<file path="config.mk">
export PLATFORM = sky130hd
export DESIGN_NAME = hashed_mnemonic_sorted_lookup
export DESIGN_NICKNAME = d
export VERILOG_FILES = /design/src/design/hmsl_pkg.sv /design/src/design/hmsl_hash.sv /design/src/design/hmsl_table.sv /design/src/design/hmsl_cmp.sv /design/src/design/hashed_mnemonic_sorted_lookup.sv
export SDC_FILE = /design/constraint.sdc
export NUM_CORES = 2
export LEC_CHECK = 0
export BUFFER_PORTS_ARGS = -buffer_cell sky130_fd_sc_hd__buf_2
export CAP_MARGIN = 20
export CORE_ASPECT_RATIO = 0.75
export CORE_MARGIN = 3
export CORE_UTILIZATION = 62
export CTS_CLUSTER_DIAMETER = 50
export DETAILED_ROUTE_END_ITERATION = 16
export PLACE_DENSITY = 0.8
export SYNTH_ARGS = -nofsm -noshare
export SYNTH_HDL_FRONTEND = slang
export SYNTH_SLANG_ARGS = --single-unit
</file>
<file path="constraint.sdc">
create_clock -name clk_i -period 5.4 [get_ports clk_i]
set_clock_uncertainty 0.05 [all_clocks]
set_input_delay 0 -clock clk_i [delete_from_list [all_inputs] [get_ports clk_i]]
set_output_delay 0 -clock clk_i [all_outputs]
set_load 0.05 [all_outputs]
</file>
<file path="src/design/hmsl_pkg.sv">
// ----------------------------------------------------------------------------
// hmsl_pkg
// Shared constants and types of the hashed mnemonic sorted lookup block.
// ----------------------------------------------------------------------------
`default_nettype none

package hmsl_pkg;

  localparam int unsigned TABLE_DEPTH_DEF = 32;
  localparam int unsigned HASH_W          = 32;
  localparam int unsigned BYTE_W          = 8;
  localparam int unsigned CFG_W           = 6;
  localparam int unsigned POS_W           = 5;
  localparam int unsigned IN_DATA_W       = 40;
  localparam int unsigned OUT_DATA_W      = 8;

  localparam logic [HASH_W-1:0] HASH_SEED       = 32'd5381;
  localparam logic [CFG_W-1:0]  ENTRY_COUNT_RST = 6'd29;

  typedef enum logic {
    OP_LOAD   = 1'b0,
    OP_SEARCH = 1'b1
  } opcode_e;

  typedef struct packed {
    logic lt;
    logic eq;
    logic gt;
  } cmp_t;

endpackage

`default_nettype wire

</file>
<file path="src/design/hmsl_hash.sv">
// ----------------------------------------------------------------------------
// hmsl_hash
// Running djb2 hash: hash * 33 + sign-extended byte, restart at seed on last.
// ----------------------------------------------------------------------------
`default_nettype none

module hmsl_hash
  import hmsl_pkg::*;
(
  input  wire logic              clk_i,
  input  wire logic              rst_ni,
  input  wire logic              step_i,
  input  wire logic [BYTE_W-1:0] byte_i,
  input  wire logic              last_i,
  output logic      [HASH_W-1:0] hash_next_o
);

  logic [HASH_W-1:0] hash_q, hash_d;
  logic [HASH_W-1:0] byte_ext;

  assign byte_ext    = {{(HASH_W-BYTE_W){byte_i[BYTE_W-1]}}, byte_i};
  assign hash_next_o = (hash_q << 5) + hash_q + byte_ext;

  always_comb begin
    hash_d = hash_q;
    if (step_i) begin
      hash_d = last_i ? HASH_SEED : hash_next_o;
    end
  end

  always_ff @(posedge clk_i or negedge rst_ni) begin
    if (!rst_ni) begin
      hash_q <= HASH_SEED;
    end else begin
      hash_q <= hash_d;
    end
  end

endmodule

`default_nettype wire

</file>
<file path="src/design/hmsl_table.sv">
// ----------------------------------------------------------------------------
// hmsl_table
// Hash table memory: one write port, one read port with registered data.
// ----------------------------------------------------------------------------
`default_nettype none

module hmsl_table
  import hmsl_pkg::*;
#(
  parameter int unsigned DEPTH = TABLE_DEPTH_DEF,
  parameter int unsigned AW    = $clog2(DEPTH)
) (
  input  wire logic              clk_i,
  input  wire logic              we_i,
  input  wire logic [AW-1:0]     waddr_i,
  input  wire logic [HASH_W-1:0] wdata_i,
  input  wire logic [AW-1:0]     raddr_i,
  output logic      [HASH_W-1:0] rdata_o
);

  logic [HASH_W-1:0] mem_q [DEPTH];
  logic [HASH_W-1:0] rdata_q;

  always_ff @(posedge clk_i) begin
    if (we_i) begin
      mem_q[waddr_i] <= wdata_i;
    end
    rdata_q <= mem_q[raddr_i];
  end

  assign rdata_o = rdata_q;

endmodule

`default_nettype wire

</file>
<file path="src/design/hmsl_cmp.sv">
// ----------------------------------------------------------------------------
// hmsl_cmp
// Shared 32-bit magnitude comparator for insertion and search.
// ----------------------------------------------------------------------------
`default_nettype none

module hmsl_cmp
  import hmsl_pkg::*;
(
  input  wire logic [HASH_W-1:0] a_i,
  input  wire logic [HASH_W-1:0] b_i,
  output cmp_t                   res_o
);

  always_comb begin
    res_o.lt = a_i < b_i;
    res_o.eq = a_i == b_i;
    res_o.gt = a_i > b_i;
  end

endmodule

`default_nettype wire

</file>
<file path="src/design/hashed_mnemonic_sorted_lookup.sv">
// Load: a non-final load beat only steps the hash; a final load beat inserts the hash,
//   reading, comparing and shifting up each stored entry that it moves past.
// Search: binary search of the n stored entries through a read/compare loop on the one
//   table read port; a search before ready goes straight to the output; output stalls hold it.
// Throughput: one beat at a time; input ready only while the sequencer idles.
// Reset: table empty and not ready, hash at seed, entry_count 29; memory not cleared.
// ----------------------------------------------------------------------------
// hashed_mnemonic_sorted_lookup
// Builds a sorted table of djb2 name hashes and binary-searches it for keys.
// ----------------------------------------------------------------------------
`default_nettype none

module hashed_mnemonic_sorted_lookup
  import hmsl_pkg::*;
#(
  parameter int unsigned TABLE_DEPTH = TABLE_DEPTH_DEF
) (
  input  wire logic                  clk_i,
  input  wire logic                  rst_ni,
  input  wire logic                  s_axis_tvalid_i,
  output logic                       s_axis_tready_o,
  input  wire logic [IN_DATA_W-1:0]  s_axis_tdata_i,   // name_byte[7:0], key_hash[39:8]
  input  wire logic                  s_axis_tuser_i,   // opcode
  input  wire logic                  s_axis_tlast_i,
  output logic                       m_axis_tvalid_o,
  input  wire logic                  m_axis_tready_i,
  output logic      [OUT_DATA_W-1:0] m_axis_tdata_o,   // position[4:0], zero pad
  output logic                       m_axis_tuser_o,   // found
  input  wire logic                  cfg_valid_i,
  output logic                       cfg_ready_o,
  input  wire logic [CFG_W-1:0]      cfg_data_i
);

  localparam int unsigned AW   = $clog2(TABLE_DEPTH);
  localparam int unsigned CW   = $clog2(TABLE_DEPTH + 1);
  localparam int unsigned CMPW = (CW > CFG_W) ? CW : CFG_W;

  typedef enum logic [6:0] {
    ST_IDLE     = 7'b0000001,
    ST_INS_RD   = 7'b0000010,
    ST_INS_CMP  = 7'b0000100,
    ST_SRCH_RD  = 7'b0001000,
    ST_SRCH_CMP = 7'b0010000,
    ST_FIN_CMP  = 7'b0100000,
    ST_OUT      = 7'b1000000
  } state_e;

  state_e            state_q, state_d;
  logic [CFG_W-1:0]  count_q, count_d;
  logic [CW-1:0]     loaded_q, loaded_d;
  logic              ready_q, ready_d;
  logic [HASH_W-1:0] val_q, val_d;
  logic [AW-1:0]     j_q, j_d;
  logic [CW-1:0]     lo_q, lo_d;
  logic [CW-1:0]     hi_q, hi_d;
  logic [CW-1:0]     mid_q, mid_d;
  logic              found_q, found_d;
  logic [POS_W-1:0]  pos_q, pos_d;
  logic              m_valid_q, m_valid_d;
  logic              m_found_q, m_found_d;
  logic [POS_W-1:0]  m_pos_q, m_pos_d;

  logic              in_beat;
  opcode_e           in_op;
  logic [BYTE_W-1:0] in_byte;
  logic [HASH_W-1:0] in_key;
  logic              hash_step;
  logic [HASH_W-1:0] hash_next;

  logic              we;
  logic [AW-1:0]     waddr;
  logic [HASH_W-1:0] wdata;
  logic [AW-1:0]     raddr;
  logic [HASH_W-1:0] rdata;
  logic [HASH_W-1:0] cmp_b;
  cmp_t              cmp;

  logic [CW-1:0]     loaded_inc;
  logic              done_fill;
  logic [CW-1:0]     mid_calc;
  logic [CW+POS_W-1:0] lo_ext;
  logic              out_free;

  assign in_beat   = s_axis_tvalid_i && s_axis_tready_o;
  assign in_op     = opcode_e'(s_axis_tuser_i);
  assign in_byte   = s_axis_tdata_i[BYTE_W-1:0];
  assign in_key    = s_axis_tdata_i[BYTE_W +: HASH_W];
  assign hash_step = in_beat && (in_op == OP_LOAD) && !ready_q;

  hmsl_hash u_hash (
    .clk_i       (clk_i),
    .rst_ni      (rst_ni),
    .step_i      (hash_step),
    .byte_i      (in_byte),
    .last_i      (s_axis_tlast_i),
    .hash_next_o (hash_next)
  );

  hmsl_table #(
    .DEPTH (TABLE_DEPTH),
    .AW    (AW)
  ) u_table (
    .clk_i   (clk_i),
    .we_i    (we),
    .waddr_i (waddr),
    .wdata_i (wdata),
    .raddr_i (raddr),
    .rdata_o (rdata)
  );

  assign cmp_b = val_q;

  hmsl_cmp u_cmp (
    .a_i   (rdata),
    .b_i   (cmp_b),
    .res_o (cmp)
  );

  assign loaded_inc  = loaded_q + CW'(1);
  assign done_fill   = (CMPW'(loaded_inc) >= CMPW'(count_q)) ||
                       (loaded_inc == CW'(TABLE_DEPTH));
  assign mid_calc    = lo_q + ((hi_q - lo_q) >> 1);
  assign lo_ext      = {{POS_W{1'b0}}, lo_q};
  assign out_free    = !m_valid_q || m_axis_tready_i;

  assign s_axis_tready_o = (state_q == ST_IDLE);
  assign cfg_ready_o     = 1'b1;
  assign m_axis_tvalid_o = m_valid_q;
  assign m_axis_tuser_o  = m_found_q;
  assign m_axis_tdata_o  = {{(OUT_DATA_W-POS_W){1'b0}}, m_pos_q};

  always_comb begin
    state_d   = state_q;
    count_d   = count_q;
    loaded_d  = loaded_q;
    ready_d   = ready_q;
    val_d     = val_q;
    j_d       = j_q;
    lo_d      = lo_q;
    hi_d      = hi_q;
    mid_d     = mid_q;
    found_d   = found_q;
    pos_d     = pos_q;
    m_valid_d = m_valid_q;
    m_found_d = m_found_q;
    m_pos_d   = m_pos_q;
    we        = 1'b0;
    waddr     = j_q;
    wdata     = val_q;
    raddr     = '0;

    if (cfg_valid_i && cfg_ready_o) begin
      count_d = cfg_data_i;
    end
    if (m_valid_q && m_axis_tready_i) begin
      m_valid_d = 1'b0;
    end

    unique case (state_q)
      ST_IDLE: begin
        if (in_beat) begin
          if (in_op == OP_LOAD) begin
            if (!ready_q && s_axis_tlast_i) begin
              val_d = hash_next;
              if (loaded_q == CW'(TABLE_DEPTH)) begin
                ready_d = 1'b1;
              end else begin
                j_d     = loaded_q[AW-1:0];
                state_d = ST_INS_RD;
              end
            end
          end else begin
            val_d   = in_key;
            found_d = 1'b0;
            pos_d   = '0;
            lo_d    = '0;
            hi_d    = loaded_q;
            state_d = ready_q ? ST_SRCH_RD : ST_OUT;
          end
        end
      end
      ST_INS_RD: begin
        if (j_q == '0) begin
          we       = 1'b1;
          loaded_d = loaded_inc;
          ready_d  = done_fill;
          state_d  = ST_IDLE;
        end else begin
          raddr   = j_q - AW'(1);
          state_d = ST_INS_CMP;
        end
      end
      ST_INS_CMP: begin
        we = 1'b1;
        if (cmp.gt) begin
          wdata   = rdata;
          j_d     = j_q - AW'(1);
          state_d = ST_INS_RD;
        end else begin
          loaded_d = loaded_inc;
          ready_d  = done_fill;
          state_d  = ST_IDLE;
        end
      end
      ST_SRCH_RD: begin
        if (lo_q < hi_q) begin
          raddr   = mid_calc[AW-1:0];
          mid_d   = mid_calc;
          state_d = ST_SRCH_CMP;
        end else if (lo_q < loaded_q) begin
          raddr   = lo_q[AW-1:0];
          state_d = ST_FIN_CMP;
        end else begin
          state_d = ST_OUT;
        end
      end
      ST_SRCH_CMP: begin
        if (cmp.lt) begin
          lo_d = mid_q + CW'(1);
        end else begin
          hi_d = mid_q;
        end
        state_d = ST_SRCH_RD;
      end
      ST_FIN_CMP: begin
        if (cmp.eq) begin
          found_d = 1'b1;
          pos_d   = lo_ext[POS_W-1:0];
        end
        state_d = ST_OUT;
      end
      ST_OUT: begin
        if (out_free) begin
          m_valid_d = 1'b1;
          m_found_d = found_q;
          m_pos_d   = pos_q;
          state_d   = ST_IDLE;
        end
      end
      default: begin
        state_d = ST_IDLE;
      end
    endcase
  end

  always_ff @(posedge clk_i or negedge rst_ni) begin
    if (!rst_ni) begin
      state_q   <= ST_IDLE;
      count_q   <= ENTRY_COUNT_RST;
      loaded_q  <= '0;
      ready_q   <= 1'b0;
      m_valid_q <= 1'b0;
    end else begin
      state_q   <= state_d;
      count_q   <= count_d;
      loaded_q  <= loaded_d;
      ready_q   <= ready_d;
      m_valid_q <= m_valid_d;
    end
  end

  always_ff @(posedge clk_i) begin
    val_q     <= val_d;
    j_q       <= j_d;
    lo_q      <= lo_d;
    hi_q      <= hi_d;
    mid_q     <= mid_d;
    found_q   <= found_d;
    pos_q     <= pos_d;
    m_found_q <= m_found_d;
    m_pos_q   <= m_pos_d;
  end

endmodule

`default_nettype wire

</file>
# Word-level counts from Yosys, hierarchy flattened
# Memory sizes are Yosys's and may differ from the RTL's. A register that Yosys moved wholly into a read port is not among the register bits.
# Cells that the tools add are included.
# word_totals
ff_bits	120
latchBits	0
mem_bits_rw	1024
mem_bits_ro	0
memories	1
# mem_list
memory	words	width	rd	rd_ports_with_merged_regs	wr	line_no	text
u_table.mem_q	32	32	1	1	1	hmsl_table.sv:21	logic [HASH_W-1:0] mem_q [DEPTH];
# classes
n_addsub	7
multipliers	0
div_mod_pow	0
magnitude_cmp	5
eq_ne	25
shift	0
n_mux	59
n_bitwise	1
n_reduce_logical	26
# ops
operator	count
$mux W32	5
$add A32 B32 Y32	2
$mux W7	8
$mux W5	11
$pmux W7 S7	1
$mux W6	8
$pmux W6 S2	3
$eq A32 B32 Y1	1
$gt A32 B32 Y1	1
$lt A32 B32 Y1	1
$pmux W5 S2	3
$ne A2 B2 Y1 const B	9
$reduce_and A4 Y1	4
$mux W1	15
$add A6 B1 Y6 const B	2
$eq A6 B6 Y1 const B	2
$lt A6 B6 Y1	2
$reduce_bool A2 Y1	5
$ne A2 B1 Y1 const B	4
$eq A7 B1 Y1 const B	1
$eq A7 B2 Y1 const B	1
$eq A7 B3 Y1 const B	1
$eq A7 B4 Y1 const B	1
$eq A7 B5 Y1 const B	1
other kinds (22)	31

# Logic depth before layout (Yosys ltp)
# depth
word_depth	6
mapped_depth	18
ltp_nobuf	17

# Cells and area by module
# A second synthesis with hierarchy kept.
# hier_totals
cells_unflattened	3156
hier_area_um2	49907.9
# by_module_without_submodules
mod	n_inst	cells_each	area_each_um2
hmsl_table	1	2260	40492.6
hashed_mnemonic_sorted_lookup	1	431	5123.7
hmsl_hash	1	351	3440.8
hmsl_cmp	1	114	850.8

# Least setup slack after synthesis
# No wires, ideal clock.
# synth_timing
path_kind	register -> register
from	reg state_q[5]
to	mem u_table.mem_q[10][0] (enable)
setup_ns	0.461
t_arrival_ns	4.105
required_ns	4.889
setup_slack_ns	0.784
stages_incl_launch_ff	6
n_path_buf	0
cell_sequence	dfrtp_1 -> or4_4 -> or3_1 -> nor2_1 -> nand2_1 -> nor3_1
# synth_via
elab_chain_len	4
# synth_rtl
element	line_no	text
from (decl)	hashed_mnemonic_sorted_lookup.sv:48	state_e state_q, state_d;
from (signal assigned)	hashed_mnemonic_sorted_lookup.sv:254	state_q <= state_d;
$eq A7 B3 Y1 or $eq A7 B2 Y1 (tied branches)	hashed_mnemonic_sorted_lookup.sv:159	unique case (state_q)
$pmux W1 S2 *	hashed_mnemonic_sorted_lookup.sv:159	
$mux W1 *	hmsl_table.sv:25	if (we_i) begin
$mux W1 (implied by the code) *	hmsl_table.sv:26	mem_q[waddr_i] <= wdata_i;
to (decl)	hmsl_table.sv:21	
# Every way passes the cells marked *; elsewhere a longest branch is shown, timed or not.

# Worst setup path after layout
# layout_timing
from	reg lo_q[1]
to	reg u_table.rdata_q[24], in the netlist u_table.rdata_o[24], read port of u_table.mem_q
# layout_via
elab_chain_len	4
# layout_rtl
element	line_no	text
from (decl)	hashed_mnemonic_sorted_lookup.sv:54	logic [CW-1:0] lo_q, lo_d;
from (signal assigned)	hashed_mnemonic_sorted_lookup.sv:265	lo_q <= lo_d;
$sub A6 B6 Y6	hashed_mnemonic_sorted_lookup.sv:122	assign mid_calc = lo_q + ((hi_q - lo_q) >> 1);
$add A6 B5 Y6 *	hashed_mnemonic_sorted_lookup.sv:122	
via mid_calc[2]	hashed_mnemonic_sorted_lookup.sv:80	logic [CW-1:0] mid_calc;
$mux W5 *	hashed_mnemonic_sorted_lookup.sv:206	if (lo_q < hi_q) begin
$pmux W5 S2 *	hashed_mnemonic_sorted_lookup.sv:159	
to (decl)	hmsl_table.sv:22	logic [HASH_W-1:0] rdata_q;
# Mark *: on every way through the listed nets, which the timed path passes. The rest lies on a longest branch.
# A chain may end at the register's enable or synchronous reset.

==> impl_metrics.csv <==
group,metric,value,unit
run_status,status,"finished clean",
power,switching_share,29.5,%
critical_path,crit_chain,"inv_1 > ha_1 > nor2b_1 > o21ai_0 > nand2b_1 > xor2_1 > ha_1 > xnor2_1 > nand2_1 > o221ai_4 > buf_4 > nand2_1 > nor2_4 > a221oi_1 > a311o_1 > a21oi_1",
power,p_comb_share,23.1,%
floorplan,die_x,330,microns
placed_design,hpwl,75200,microns
route,drt_iter0_drc,5078,
grt,grt_use_total,32.0,%
layout,nets,3966,
route,route.detailed.drc,0,
clock_network,htree_levels,3,
floorplan,die_h,249,microns
sta,maxSlewHeadroom,26.2,%
route,num_vias,32897,
layout,area_delta_synth_final,13.7,%
layout,diodes,0,
sta,min_period,4.99,ns
critical_path,critPathMaxStageDelay,0.74,ns
power,pwr-share-seq,46.2,%
grt,grt_first_pass_wirelength,196000,microns
floorplan,design.core.area,77500,sq um
power,vdd_drop_max,0.000356,V
critical_path,setup.worst_path.class,"flip-flop to flip-flop",
route,ant_nets,0,
route,routed_via_density,6.70,
clock_network,cts_inserted_buffers,102,
placed_design,io_buffers,60,
route,drtPass1Iterations,8,
grt,antenna_found_initial,1,
clock_network,tritoncts,"yes",
logic_synthesis,synth_edf_count,1091,
floorplan,start_util,63.1,%
sta,rsz0062_at_grt,"false",
power,finalPower,24.9,mW
sta,hold_viol_final,0,
logic_synthesis,ys_seq_area_share,71.1,%
clock_network,cts.sinks,1176,
grt,grt_pass1_vias,31610,
placed_design,gp_routability_congestion,0.924,
power,power_density,447,nW/um^2
power,clkPwrFrac,30.7,%
layout,fin_area,55600,sq um
route,wl_per_cell,27.2,microns
floorplan,die_area,82300,sq um
layout,multi_input_area,13400,sq um
sta,tightest_slew,1.10,ns
layout,n_fill_cell,4647,
clock_network,insertion_delay,0.68,ns
sta,finalCritPeriodShare,92.5,%
logic_synthesis,syn_inst,3606,
sta,setup_viol_count_final,0,
sta,final.setup.tns,0,ns
power,p_int,17.5,mW
critical_path,end_kind,"flip-flop",
critical_path,crit_path_start_kind,"flip-flop",
floorplan,pin_count,65,
run,timing.max_cap.violations,0,
power,leakage,19.7,nW
sta,clock.fmax,200,MHz
logic_synthesis,synthesis.area,48900,sq um
clock_network,clockBufferDepth,3,
grt,overflow,0,
grt,grt_start_max_net_pins,95,
critical_path,crit_arrival,5.54,ns
logic_synthesis,ys_ff_latch,1176,
logic_synthesis,ys_types,77,
critical_path,worstPathMaxFanout,29,
route,drt_wl_total,134000,microns
floorplan,num_rows,88,
layout,seqCellArea,34700,sq um
clock_network,post-cts-setup-buffer-count,0,
logic_synthesis,synthFlopType,"edfxtp_1",
logic_synthesis,async_flop_share,4.51,%
critical_path,slowest_stage,"nor2_4",
sta,slew_viol_final,0,
clock_network,clkTransAtPathRegs,0.07,ns
critical_path,critical_path_required,5.94,ns
logic_synthesis,avgSynthCellArea,13.6,sq um
hold_path,holdCritPathClass,"primary input to flip-flop",
power,power.switching,7.33,mW
clock_network,cts-root-buf,"clkbuf_16",
layout,drive_above_1_share,12.5,%
logic_synthesis,ys_warn_count,0,
placed_design,postPlaceCellArea,51400,sq um
==> stage by stage <==
step           util [%]  std cells  hold slack [ns]  setup WS [ns]
2_1_floorplan         -       3608           -0.346          0.784
3_3_place_gp       66.3       4644            0.141          0.645
3_5_place_dp       66.3       4644            0.164          0.388
4_1_cts            71.7       4904           0.0233          0.324
5_1_grt            71.7       4908            0.114          0.120
6_report           71.7       4908           0.0532          0.407
==> cell families (layout without fill, tap and decap cells) <==
group,count (synthesis),in the layout,synth area share (%)
buf+inv,281,545,2.44
other cells,2,4,0.0154
fa+ha+maj,127,127,3.70
flops,1176,1176,71.1
xor+xnor,55,55,0.985
compound gates,951,951,11.9
simple gates,914,915,7.76
mux,100,100,2.09
==> cells in the final DEF, fill, tap and decap left out, types with 16 or more instances in the layout <==
cell	count
edfxtp_1	1091
nand2_1	694
a21oi_1	402
buf_4	127
o21ai_0	126
clkbuf_16	103
ha_1	98
o22ai_1	89
mux2i_1	84
a22oi_1	77
inv_1	74
dlygate4sd3_1	69
buf_2	60
nor2_1	46
a32oi_1	44
dfrtp_1	43
xnor2_1	36
a221oi_1	33
dfxtp_1	32
o21ai_2	31
nand3_1	30
a2111oi_0	29
fa_1	29
nor2_4	26
a21o_1	22
clkbuf_1	22
a311o_1	20
buf_12	20
xor2_1	19
or3_1	18
a31oi_1	18
clkinv_2	17
mux2_2	16
clkbuf_8	16
==> synth_stat cells (19+ instances only) <==
cell          n  area [sq um]
a22oi_1      77           578
xnor2_1      36           315
o21ai_0     157           786
nand3_1      34           170
fa_1         29           581
a221oi_1     33           289
xor2_1       19           166
o22ai_1      89           557
edfxtp_1   1091         32800
ha_1         98          1230
mux2i_1      84           841
a311o_1      20           200
buf_2        75           375
clkbuf_1    109           409
dfrtp_1      43          1080
a21oi_1     402          2010
nor3_1       24           120
a2111oi_0    33           289
nor2_1       72           270
inv_1        74           278
nand2_1     694          2610
a21o_1       22           165
a32oi_1      44           385
dfxtp_1      32           641
==> timing repair <==
| action | CTS | global route |
|---|---|---|
| setup endpoints to repair | 0 | 3 |
| gates resized for setup | 0 | 1 |
| endpoints found under the hold margin | 108 | 0 |
| hold buffers | 69 | 0 |
==> worst max-delay path: cells and delay by family (launching register included) <==
family	cells	cell delay, ns
AO/OA/AOI/OAI	5	1.23
XOR/XNOR	2	0.39
adder cells (fa/ha/maj)	2	0.61
buffers and inverters	2	0.71
flip-flops	1	0.43
AND/OR/NAND/NOR	5	1.46
==> worst paths after layout <==
path | cells after the start | to | start | slack [ns]
hold reg to reg | 0 | m_axis_tuser_o | found_q | 0.38
setup / recovery | 16 | u_table.rdata_o[24] | lo_q[1] | 0.41
setup reg to reg | 16 | u_table.rdata_o[24] | lo_q[1] | 0.41
max in group asynchronous | 4 | u_hash.hash_q[28] | rst_ni | 4.22
hold / removal | 6 | u_hash.hash_q[4] | s_axis_tdata_i[4] | 0.05
min in group asynchronous | 4 | loaded_q[3] | rst_ni | 0.53
==> cell type report <==
class | count | share of cell area, %
timing repair buffer | 279 | 4.26
inverter | 75 | 0.506
clock buffer | 141 | 5.18
sequential | 1176 | 62.5
clock inverter | 50 | 1.13
multi-input combinational | 2152 | 24.1
tap | 1035 | 2.33
==> power groups by stage <==
stage                     Combinational (mW)  Sequential (mW)  Clock, mW
final                                   5.73             11.5       7.64
after global routing                    6.25             11.5       8.01
after CTS                               5.58             11.5       7.66
after detailed placement                5.42             11.7          0
after global placement                  5.24             11.6          0
after floorplan                         3.65             11.6          0
==> registers in the layout (all words and copies together) (netlist names), 7 cells and up <==
name,count
u_table.mem_q,1024
cmp_b,32
u_hash.hash_q,32
u_table.rdata_o,32
state_q,7
==> routing by layer <==
| layer | global-route usage, % | part of all wire, % | vias to the layer above |
|---|---|---|---|
| met1 | 45.4 | 37 | 15965 |
| li1 | - | - | 13964 |
| met5 | 0.235 | 0.0097 | - |
| met3 | 7.58 | 14 | 420 |
| met4 | 13.8 | 4.6 | 2 |
| met2 | 47.7 | 45 | 2546 |
Power figures use the tool's default switching activity.
